## src/plv_pkg.sv

```systemverilog
// Shared types and constants for the peer liveness table.
package plv_pkg;

	localparam int ENTRIES    = 16;
	localparam int SLOT_W     = (ENTRIES > 1) ? $clog2(ENTRIES) : 1;
	localparam int SLOT_OUT_W = 4;
	localparam int ADDR_W     = 64;
	localparam int TIME_W     = 32;
	localparam int TMO_W      = 16;

	localparam logic [TMO_W-1:0] TIMEOUT_RST = 16'd30;

	typedef enum logic [1:0] {
		MODE_HEARTBEAT = 2'd0,
		MODE_EXIT      = 2'd1,
		MODE_OTHER     = 2'd2,
		MODE_SWEEP     = 2'd3
	} mode_t;

	typedef enum logic [2:0] {
		ST_REFRESHED    = 3'd0,
		ST_ADDED        = 3'd1,
		ST_EXIT_REMOVED = 3'd2,
		ST_EXIT_UNKNOWN = 3'd3,
		ST_IGNORED      = 3'd4,
		ST_FULL         = 3'd5,
		ST_DROPPED      = 3'd6,
		ST_SWEEP_DONE   = 3'd7
	} status_t;

	// Query token walking the cell chain. hit_slot is the matched slot for
	// heartbeat/exit, or the dropping cell on a sweep.
	typedef struct packed {
		logic              vld;
		mode_t             mode;
		logic [ADDR_W-1:0] addr_hi;
		logic [ADDR_W-1:0] addr_lo;
		logic [TIME_W-1:0] now;
		logic              found;
		logic [SLOT_W-1:0] hit_slot;
		logic              free;
		logic [SLOT_W-1:0] free_slot;
		logic              drop;
	} tok_t;

	// New-peer write data, broadcast to all cells.
	typedef struct packed {
		logic [ADDR_W-1:0] addr_hi;
		logic [ADDR_W-1:0] addr_lo;
		logic [TIME_W-1:0] now;
	} wr_t;

endpackage

```

## src/plv_cell.sv

```systemverilog
// One table slot: holds a peer entry and evaluates the passing query token.
module plv_cell (
	input  logic                       clk,
	input  logic                       arst_n,
	input  logic [plv_pkg::SLOT_W-1:0] idx,
	input  logic                       advance,
	input  logic [plv_pkg::TMO_W-1:0]  timeout,
	input  plv_pkg::tok_t              tok_in,
	input  logic                       wr_en,
	input  plv_pkg::wr_t               wr,
	output plv_pkg::tok_t              tok_out
);

	logic                        valid_q;
	logic [plv_pkg::ADDR_W-1:0]  addr_hi_q;
	logic [plv_pkg::ADDR_W-1:0]  addr_lo_q;
	logic [plv_pkg::TIME_W-1:0]  heard_q;
	plv_pkg::tok_t               tok_q;
	plv_pkg::tok_t               tok_d;
	logic                        match;
	logic                        expired;
	logic                        refresh;
	logic                        clear;

	assign match = valid_q && !tok_in.found
		&& (addr_hi_q == tok_in.addr_hi) && (addr_lo_q == tok_in.addr_lo);

	// last_heard + timeout < now, without wrap
	assign expired = ({1'b0, heard_q} + {{(plv_pkg::TIME_W - plv_pkg::TMO_W + 1){1'b0}}, timeout})
		< {1'b0, tok_in.now};

	always_comb begin
		tok_d   = tok_in;
		tok_d.drop = 1'b0;
		refresh = 1'b0;
		clear   = 1'b0;
		if (tok_in.vld) begin
			case (tok_in.mode)
				plv_pkg::MODE_HEARTBEAT: begin
					if (match) begin
						tok_d.found    = 1'b1;
						tok_d.hit_slot = idx;
						refresh        = 1'b1;
					end else if (!valid_q && !tok_in.free) begin
						tok_d.free      = 1'b1;
						tok_d.free_slot = idx;
					end
				end
				plv_pkg::MODE_EXIT: begin
					if (match) begin
						tok_d.found    = 1'b1;
						tok_d.hit_slot = idx;
						clear          = 1'b1;
					end
				end
				plv_pkg::MODE_SWEEP: begin
					if (valid_q && expired) begin
						tok_d.drop     = 1'b1;
						tok_d.hit_slot = idx;
						clear          = 1'b1;
					end
				end
				default: ;
			endcase
		end
	end

	always_ff @(posedge clk or negedge arst_n) begin
		if (!arst_n) begin
			valid_q <= 1'b0;
			tok_q   <= '0;
		end else begin
			if (advance) begin
				tok_q <= tok_d;
				if (clear)
					valid_q <= 1'b0;
			end
			if (wr_en)
				valid_q <= 1'b1;
		end
	end

	always_ff @(posedge clk) begin
		if (wr_en) begin
			addr_hi_q <= wr.addr_hi;
			addr_lo_q <= wr.addr_lo;
			heard_q   <= wr.now;
		end else if (advance && refresh) begin
			heard_q <= tok_in.now;
		end
	end

	assign tok_out = tok_q;

endmodule

```

## config.mk

```make
export PLATFORM = sky130hd
export DESIGN_NAME = plv_cell
export DESIGN_NICKNAME = d
export VERILOG_FILES = /design/src/plv_pkg.sv /design/src/plv_cell.sv
export SDC_FILE = /design/constraint.sdc
export NUM_CORES = 1
export LEC_CHECK = 0
export ABC_CLOCK_PERIOD_IN_PS = 5400
export BUFFER_PORTS_ARGS = -buffer_cell sky130_fd_sc_hd__buf_4
export CORE_AREA = 2 2 204 206
export CTS_BUF_LIST = sky130_fd_sc_hd__clkbuf_16
export DETAILED_ROUTE_END_ITERATION = 10
export DIE_AREA = 0 0 206 208
export SYNTH_ARGS = -nofsm -noshare
export SYNTH_HDL_FRONTEND = slang
export SYNTH_SLANG_ARGS = --single-unit
```

## constraint.sdc

```tcl
create_clock -name clk -period 5.4 [get_ports clk]
set_input_delay 1.08 -clock clk [delete_from_list [all_inputs] [get_ports clk]]
set_output_delay 1.08 -clock clk [all_outputs]
set_load 0.01 [all_outputs]
```

==> results of run 1 <==
cells by family after synthesis:
family | after synthesis | share of synthesized area
muxes | 172 | 0.127
buffers and inverters | 121 | 0.0299
DFF | 335 | 0.604
AOI/OAI and AO/OA | 169 | 0.0806
and+or+nand+nor | 163 | 0.0572
adders and majority gates | 48 | 0.0400
xor gates and xnor gates | 107 | 0.0616
final timing paths:
| path | to | cells past startpoint | from | slack [ps] |
|---|---|---|---|---|
| setup / recovery | tok_out[8] | 21 | timeout[2] | 660 |
| hold / removal | tok_out[24] | 1 | tok_out[24] | 510 |
| setup reg to reg | tok_out[8] | 20 | heard_q[2] | 920 |
| hold reg to reg | tok_out[24] | 1 | tok_out[24] | 510 |
| max in group asynchronous | tok_out[94] | 2 | arst_n | 3550 |
| min in group asynchronous | tok_out[74] | 1 | arst_n | 580 |
power groups by stage:
| stage | combinational [mW] | sequential [mW] | clock, mW |
|---|---|---|---|
| 6_report | 1.23 | 3.04 | 2.56 |
| 5_1_grt | 1.35 | 3.07 | 2.73 |
| 4_1_cts | 1.25 | 3.05 | 2.63 |
| 3_5_place_dp | 1.24 | 3.09 | 0 |
| 3_3_place_gp | 1.23 | 3.08 | 0 |
| 2_1_floorplan | 0.514 | 3.14 | 0 |
cell usage in the layout (no fill, tap or decap), drive strengths merged, types with 5 or more instances in the layout:
master / n
nand2b: 6
and3: 12
nor2b: 13
inv: 108
o21ai: 44
diode: 5
nand2: 55
xnor2: 56
nor3: 7
a21oi: 21
a221oi: 5
clkinv: 15
nand3: 5
o211ai: 8
buf: 539
dfrtp: 175
nand4: 19
nor2: 21
a2111oi: 5
clkbuf: 43
ha: 47
xor2: 51
edfxtp: 160
o22ai: 19
a21o: 13
mux2: 164
nor4: 15
a31oi: 5
a22o: 5
mux2i: 8
sequential cells by signal (all words and copies together) (netlist names):
register   flops
heard_q       32
addr_lo_q     64
tok_out      174
addr_hi_q     64
valid_q        1
area by class of cell:
class,count,area share
Sequential cell,335,0.435
Tap cell,532,0.0315
Antenna cell,5,0.000592
Multi-Input combinational cell,659,0.264
Clock inverter,33,0.0104
Inverter,92,0.0163
Timing Repair Buffer,541,0.194
Clock buffer,41,0.0486
layer usage:
layer / vias to the layer above / GRT usage
met4: 2 / 0.0719
met5: - / 0
met2: 389 / 0.411
met1: 5527 / 0.258
met3: 80 / 0.0738
li1: 5180 / -
==> flow_metrics.tcl, run 1 <==
set metrics [dict create \
    switching_share 0.261 \
    multiInputGateArea_mm2 0.00558 \
    clkSlewWorstSetupHoldPaths_ps 50 \
    wire_per_inst_um 22.2 \
    met3_wirelength_um 4220 \
    fin_worst_skew_ps 21.6 \
    data_required_time_of_the_worst_path_ps 5820 \
    post_drt_via_cell_ratio 4.99 \
    detail_route.first_pass.iterations 4 \
    finalWirelength_um 49600 \
    remaining_drc_errors 0 \
    htree_levels 2 \
    yosys_warnings 0 \
    finalNonFillerCells 2238 \
    cts_repair_resize_count 0 \
    ys_ff_latch 335 \
    fp.dieH_um 208 \
    switching_power_mw 1.78 \
    crit_top_cell "buf_4" \
    cp.arrival_ps 5160 \
    p_leak_nw 9.48 \
    critPathMaxStageDelay_ps 480 \
    layout.area.seq_mm2 0.00918 \
    grt_max_degree 106 \
    grt_setup_unrepaired "false" \
    final_period_minus_worst_setup_slack_ps 4740 \
    grt_pass1_wl_um 73200 \
    layout_worst_path_cycle_share 0.877 \
    run_status "completed" \
    synth_top_area_share 0.316 \
    place_ws_ps 116 \
    synth_area_mm2 0.0152 \
    worstSkewPairLatency_ps 560 \
    design.die.area_mm2 0.0428 \
    timing.max_slew.rel_slack 0.375 \
    worst_path_max_delay_cell "a2111o_1" \
    port-buffer-count 530 \
    core.rowCount 74 \
    seq_area_frac_synth 0.604 \
    total_count_of_hold_check_failures_in_the_final_report 0 \
    cell_with_the_most_instances_after_synthesis "dfrtp_1" \
    clock-root-buffer "clkbuf_16" \
    crit_path_max_fanout 8 \
    grt_overflow_total 0 \
    drt-initial-drc-count 483 \
    cts_sinks 335 \
    intPower_mw 5.05 \
    pin_count 532 \
    m1WireLength_um 18300 \
    synth_area_leader_cell "edfxtp_1" \
    post-dp-hpwl_um 38900 \
    syn-mean-instance-area_um2 13.6 \
    dpl-instance-area_mm2 0.0199 \
    design.core.area_mm2 0.0406 \
    finalCoreUtilization 0.521 \
    finalMaxSlewViolations 0 \
    fmaxAchievable_mhz 211 \
    crit_buf_inv 3 \
    timing.critical_path.max_delay_family "compound AO/OA/AOI/OAI gates" \
    placedCellCount 2159 \
    worst_slew_pin_slew_ps 937 \
    gpl.final_weighted_congestion 0.914 \
    via_count 11178 \
    synthTopCellsByCount "dfrtp_1 (175), mux2_2 (164), edfxtp_1 (160), inv_1 (92), xnor2_1 (56)" \
    critical_path_endpoint_category "flip-flop" \
    final_layout_size_suffix_gt1_frac 0.457 \
    synth_cells 1115 \
    power.combinational.fraction 0.180 \
    seq_power_share 0.445 \
    power.density_cell_area_mw_per_mm2 324 \
    setup_viol 0 \
    met2_wirelength_um 25900 \
    synthesis.nets 1521 \
    die_width_um 206 \
    cts_tree "done" \
    cts_buffer_depth 3 \
    highest_layer "met5" \
    fin_setup_tns_ps 0 \
    grt_pass1_vias 11951 \
    synth-edff-count 160 \
    antenna_found_initial 6 \
    synth-main-ff-cell "dfrtp_1" \
    route.antenna.remaining_nets 0 \
    area.growth.synth_to_final_pct 38.9 \
    postSynth.asyncResetShare 0.522 \
    p_clk_frac 0.375 \
    nets 2075 \
    drv.max_cap_violation_count 0 \
    cts-hold-fix-buffers 0 \
    synth.top_cells.by_area "edfxtp_1 (32%), dfrtp_1 (29%), mux2_2 (12%), ha_1 (3.9%), xnor2_1 (3.2%)" \
    post_route_cell_area_mm2 0.0211 \
    path_class "in -> reg" \
    ir_drop_uv 249 \
    timing.hold.worst.class "reg -> reg" \
    min_setup_slack_post_route_ps 662 \
    worst_path_cell_chain "buf_4 > ha_1 > and3_1 > a2111o_1 > a31o_2 > nand2_1 > o21ai_1 > o41ai_2 > buf_4 > nand2b_1 > xnor2_1 > ha_1 > a21o_1 > a21o_1 > a21oi_1 > o21ai_0 > a31o_2 > a311oi_4 > buf_4 > mux2i_1 > o211ai_2" \
    startpoint_kind_of_the_worst_setup_timing_path "input pin" \
    post-layout-total-power_mw 6.84 \
    floorplan.initialDensity 0.375 \
    synth_cell_types 68 \
    cts-buffers-inserted 40 \
    fin_hold_ws_ps 506 \
    num-fill-cells 3602 \
    grt_util_all_layers 0.230 \
    post-cts-setup-buffer-count 0 \
]
Power figures use the tool's default switching activity.
==> inputs of run 2 (changes only) <==
Settings changed: MAX_ROUTING_LAYER set to met4.
==> run 2 against run 1 <==
Critical path type unchanged. Register-to-register slack improved by 20 ps. Sequential power about the same. Sequential cell count unchanged. Die area unchanged. Fmax increased by 0.26%. Largest cell class unchanged. Critical path depth unchanged.
==> flow_metrics.tcl, run 2 (synthesis gave the netlist of run 1 again) <==
set metrics [dict create \
    run_status "completed" \
    min_setup_slack_post_route_ps 674 \
    largest_register_ffs 174 \
    cts_tree "done" \
    grt_util_all_layers 0.241 \
    drt-initial-drc-count 507 \
    remaining_drc_errors 0 \
    cts_repair_resize_count 0 \
    fp.dieH_um 208 \
    cts_buffer_depth 3 \
    timing.critical_path.max_delay_family "compound AO/OA/AOI/OAI gates" \
    timing.hold.worst_endpoint "tok_out[33]" \
    htree_levels 2 \
    startpoint_kind_of_the_worst_setup_timing_path "input pin" \
    wire_per_inst_um 22.6 \
    fmaxAchievable_mhz 212 \
    p_leak_nw 9.43 \
    ir_drop_uv 269 \
    cp.arrival_ps 5140 \
    worstSkewPairLatency_ps 560 \
    critical_path_endpoint_category "flip-flop" \
    route.antenna.remaining_nets 0 \
    timing.max_slew.rel_slack 0.465 \
    crit_top_cell "buf_4" \
    detail_route.first_pass.iterations 5 \
    grt_pass1_wl_um 74200 \
    final_period_minus_worst_setup_slack_ps 4730 \
    post-dp-hpwl_um 39100 \
    clkSlewWorstSetupHoldPaths_ps 50 \
    worst_path_cell_chain "buf_4 > ha_1 > and3_1 > a2111o_1 > a31o_2 > nand2_1 > o21ai_1 > o41ai_2 > buf_4 > nand2b_1 > xnor2_1 > ha_1 > a21o_1 > a21o_1 > a21oi_1 > o21ai_0 > a31o_2 > a311oi_4 > buf_4 > mux2i_1 > o211ai_2" \
    num-fill-cells 3586 \
    worst_slew_pin_slew_ps 803 \
    antenna_found_initial 4 \
    cts_sinks 335 \
    data_required_time_of_the_worst_path_ps 5820 \
    reg2regPathDepth 20 \
    worst_path_max_delay_cell "a2111o_1" \
    port-buffer-count 530 \
    rrSetupSlack_ps 940 \
    worst_r2r_endpoint "tok_out[8]" \
    dpl-instance-area_mm2 0.0199 \
    floorplan.initialDensity 0.375 \
    area.growth.synth_to_final_pct 38.6 \
    layout_worst_path_cycle_share 0.875 \
    cts-buffers-inserted 39 \
    nets 2074 \
    post-layout-total-power_mw 6.77 \
    post_drt_via_cell_ratio 5.01 \
    final_layout_size_suffix_gt1_frac 0.459 \
    drv.max_cap_violation_count 0 \
    finalCoreUtilization 0.520 \
    worstHoldPathCells 1 \
    finalNonFillerCells 2234 \
    worst_r2r_startpoint "heard_q[2]" \
    finalMaxSlewViolations 0 \
    setup_viol 0 \
    power.density_cell_area_mw_per_mm2 321 \
    via_count 11198 \
    grt_max_degree 106 \
    grt_setup_unrepaired "false" \
    final_common_cell "buf_4" \
    place_ws_ps 91.8 \
    placedCellCount 2159 \
    design.core.area_mm2 0.0406 \
    top_library_cells_by_usage_in_the_layout_fill_and_taps_aside "buf_4 (536), dfrtp_1 (175), mux2_2 (164)" \
    path_class "in -> reg" \
    grt_pass1_vias 12205 \
    startpoint_of_the_lowest_slack_hold_path "tok_out[33]" \
    timing.hold.worst.class "reg -> reg" \
    crit_buf_inv 3 \
    cts-hold-fix-buffers 0 \
    core.rowCount 74 \
    clock-root-buffer "clkbuf_16" \
    finalWirelength_um 50400 \
    critPathMaxStageDelay_ps 470 \
    grt_overflow_total 0 \
    post_route_cell_area_mm2 0.0211 \
    post-cts-setup-buffer-count 0 \
    total_count_of_hold_check_failures_in_the_final_report 0 \
    die_width_um 206 \
    fin_setup_tns_ps 0 \
    design.die.area_mm2 0.0428 \
    crit_path_max_fanout 8 \
    fin_hold_ws_ps 506 \
    fin_worst_skew_ps 26.4 \
    gpl.final_weighted_congestion 0.898 \
    pin_count 532 \
]
run 2: worst max path at each step:
| stage | start | end | slack (ps) | cells after the start |
|---|---|---|---|---|
| 2_1_floorplan | timeout[2] | tok_out[8] | 520 | 18 |
| 3_3_place_gp | timeout[2] | tok_out[7] | 150 | 21 |
| 3_5_place_dp | timeout[2] | tok_out[8] | 90 | 21 |
| 4_1_cts | timeout[2] | tok_out[8] | 690 | 21 |
| 5_1_grt | timeout[2] | tok_out[8] | 420 | 21 |
| 6_report | timeout[2] | tok_out[8] | 670 | 21 |
run 2: power breakdown:
| group | internal, mW | total [mW] | switching [mW] |
|---|---|---|---|
| registers | 2.93 | 3.05 | 0.119 |
| logic | 0.654 | 1.23 | 0.579 |
| clock network | 1.41 | 2.49 | 1.08 |
run 2: routing by layer:
| layer | up-vias | wire length [um] | global-route usage |
|---|---|---|---|
| met5 | - | 0 | - |
| met3 | 77 | 4380 | 0.0753 |
| met2 | 423 | 26200 | 0.414 |
| li1 | 5176 | - | - |
| met1 | 5522 | 18500 | 0.262 |
| met4 | 0 | 1320 | 0.0776 |
run 2: cell type report:
class                           count  area, um2  share of cell area
Timing Repair Buffer              541       4100               0.195
Inverter                           92        345              0.0164
Clock inverter                     32        209             0.00992
Clock buffer                       39        976              0.0463
Antenna cell                        4       10.0            0.000475
Sequential cell                   335       9180               0.436
Tap cell                          532        666              0.0316
Multi-Input combinational cell    659       5580               0.265
==> inputs of run 3 (changes only) <==
Settings changed: ABC_AREA set to 1, HOLD_SLACK_MARGIN set to 0.02, PLACE_DENSITY set to 0.65.
==> run 3 against run 2 <==
Utilization is 2.2 points higher. Critical path type unchanged. Synthesized cell count rose by 66%. Global-route usage is 0.13 points higher. Largest cell class unchanged. Critical endpoint is now valid_q.
==> flow_metrics.tcl, run 3 <==
set metrics [dict create \
    design.die.area_mm2 0.0428 \
    drt-initial-drc-count 849 \
    grt_pass1_vias 13981 \
    cts_tree "done" \
    startpoint_of_the_lowest_slack_hold_path "tok_out[62]" \
    grt_util_all_layers 0.242 \
    worst_path_max_delay_cell "fa_1" \
    p_leak_nw 11.2 \
    fmaxAchievable_mhz 249 \
    synth.top_cells.by_area "edfxtp_1 (30%), dfrtp_1 (27%), nand2_1 (15%), inv_1 (5.7%), o21ai_0 (5.1%)" \
    timing.max_slew.rel_slack 0.270 \
    ir_drop_uv 242 \
    post-dp-hpwl_um 39100 \
    cts_sinks 335 \
    cp.arrival_ps 4440 \
    grt_pass1_wl_um 77000 \
    grt_setup_unrepaired "false" \
    yosys.area_share.simple 0.222 \
    route.antenna.remaining_nets 0 \
    fin_worst_skew_ps 16.2 \
    design.core.area_mm2 0.0406 \
    htree_levels 2 \
    path_class "in -> reg" \
    yosys_warnings 0 \
    final_period_minus_worst_setup_slack_ps 4010 \
    synthesis.nets 2255 \
    critical_path_endpoint_category "flip-flop" \
    synthAdderAreaFrac 0.0376 \
    post_route_cell_area_mm2 0.0220 \
    fin_setup_tns_ps 0 \
    final_layout_size_suffix_gt1_frac 0.258 \
    worstSkewPairLatency_ps 550 \
    postSynth.asyncResetShare 0.522 \
    synth-main-ff-cell "dfrtp_1" \
    synth-edff-count 160 \
    seq_area_frac_synth 0.569 \
    post-layout-total-power_mw 6.81 \
    clock-root-buffer "clkbuf_16" \
    post_drt_via_cell_ratio 4.78 \
    ys_ff_latch 335 \
    critPathMaxStageDelay_ps 390 \
    worst_path_cell_chain "buf_4 > ha_1 > inv_1 > fa_1 > o21ai_1 > nand3_2 > nand2_2 > nand2_2 > nand2_4 > nand3_1 > nor3_1 > xor2_1 > ha_1 > a21oi_1 > nor2_1 > a211oi_1 > o211ai_2 > nor2_8 > nand3_1 > nand3_1 > nand2_1" \
    fin_hold_ws_ps 474 \
    area.growth.synth_to_final_pct 35.9 \
    remaining_drc_errors 0 \
    cell_with_the_most_instances_after_synthesis "nand2_1" \
    synth.mux.area_fraction 0 \
    dpl-instance-area_mm2 0.0207 \
    die_width_um 206 \
    layout.area.seq_mm2 0.00918 \
    finalMaxSlewViolations 0 \
    finalWirelength_um 51100 \
    multiInputGateArea_mm2 0.00588 \
    setup_viol 0 \
    data_required_time_of_the_worst_path_ps 5830 \
    synth-xor-area-share 0.0293 \
    cts_repair_resize_count 0 \
    gpl.final_weighted_congestion 0.887 \
    grt_overflow_total 0 \
    syn-mean-instance-area_um2 8.74 \
    layout_worst_path_cycle_share 0.743 \
    synth_top_area_share 0.297 \
    run_status "completed" \
    via_count 14065 \
    drv.max_cap_violation_count 0 \
    synth_area_mm2 0.0162 \
    floorplan.initialDensity 0.398 \
    clkSlewWorstSetupHoldPaths_ps 60 \
    total_count_of_hold_check_failures_in_the_final_report 0 \
    detail_route.first_pass.iterations 5 \
    crit_top_cell "nand3_1" \
    core.rowCount 74 \
    crit_start "timeout[0]" \
    synthTopCellsByCount "nand2_1 (660), inv_1 (246), dfrtp_1 (175), o21ai_0 (166), edfxtp_1 (160)" \
    cts-hold-fix-buffers 0 \
    nets 2787 \
    wire_per_inst_um 17.4 \
    antenna_found_initial 2 \
    worst_slew_pin_slew_ps 1090 \
    largest_register_ffs 174 \
    combinational_family_with_the_most_area_after_synthesis "simple AND/OR/NAND/NOR gates" \
    post-cts-setup-buffer-count 0 \
    cts_buffer_depth 3 \
    synth_area_leader_cell "edfxtp_1" \
    final_common_cell "nand2_1" \
    cts-buffers-inserted 39 \
    startpoint_kind_of_the_worst_setup_timing_path "input pin" \
    timing.hold.worst.class "reg -> reg" \
    grt_max_degree 114 \
    port-buffer-count 530 \
    power.density_cell_area_mw_per_mm2 310 \
    top_library_cells_by_usage_in_the_layout_fill_and_taps_aside "nand2_1 (660), buf_4 (530), inv_1 (256)" \
    finalCoreUtilization 0.541 \
    synthesized_area_fraction_occupied_by_ao_oa_aoi_and_oai_cells 0.0743 \
    synth_cell_types 43 \
    num-fill-cells 3744 \
    fp.dieH_um 208 \
    synth_cells 1849 \
    worst_r2r_startpoint "heard_q[0]" \
    pin_count 532 \
    crit_path_max_fanout 8 \
]
-- run 3: cell type report --
cell class	count	area share
flip-flops and latches	335	0.418
repair buffers	535	0.185
multi-input cells	1222	0.268
clock buffers	39	0.0445
clock inverters	31	0.0109
diodes	2	0.000228
well taps	532	0.0303
inverters	248	0.0426
-- run 3: worst max-delay path: cells and delay by family --
| family | cells | cell delay, ps |
|---|---|---|
| AO/OA/AOI/OAI | 4 | 780 |
| buffers and inverters | 2 | 140 |
| XOR/XNOR | 1 | 200 |
| AND/OR/NAND/NOR | 11 | 1390 |
| adder cells (fa/ha/maj) | 3 | 830 |
-- run 3: cell families after synthesis --
group | Yosys count
AO/OA/AOI/OAI | 223
AND/OR/NAND/NOR | 897
buffers and inverters | 292
XOR/XNOR | 54
adder cells (fa/ha/maj) | 48
flip-flops | 335
-- run 3: path summary, 6_finish.rpt --
path	slack, ps	cells past startpoint	to
worst min register to register	470	2	tok_out[62]
worst max register to register	1680	20	valid_q
max in group asynchronous	3680	2	tok_out[97]
worst min-delay path	470	2	tok_out[62]
worst max-delay path	1390	21	valid_q
min in group asynchronous	600	1	tok_out[120]
-- run 3: where the power goes --
| group | internal (mW) | total, mW | switching (mW) |
|---|---|---|---|
| Sequential | 2.91 | 3.03 | 0.117 |
| Combinational | 0.563 | 1.22 | 0.660 |
| Clock | 1.50 | 2.56 | 1.06 |
| Total | 4.98 | 6.81 | 1.84 |
-- run 3: routing by layer --
metal  GRT usage  share of wire  vias up
met2       0.406           0.50      493
met5           -              0        -
met3      0.0677          0.079       94
li1            -              -     6921
met1       0.276           0.39     6557
met4      0.0845          0.034        0
-- run 3: through the flow --
step	cells	setup WS, ps
global placement	2872	869
detailed placement	2872	832
CTS	2942	1400
floorplan	1849	720
finish	2944	1390
global route	2944	1090
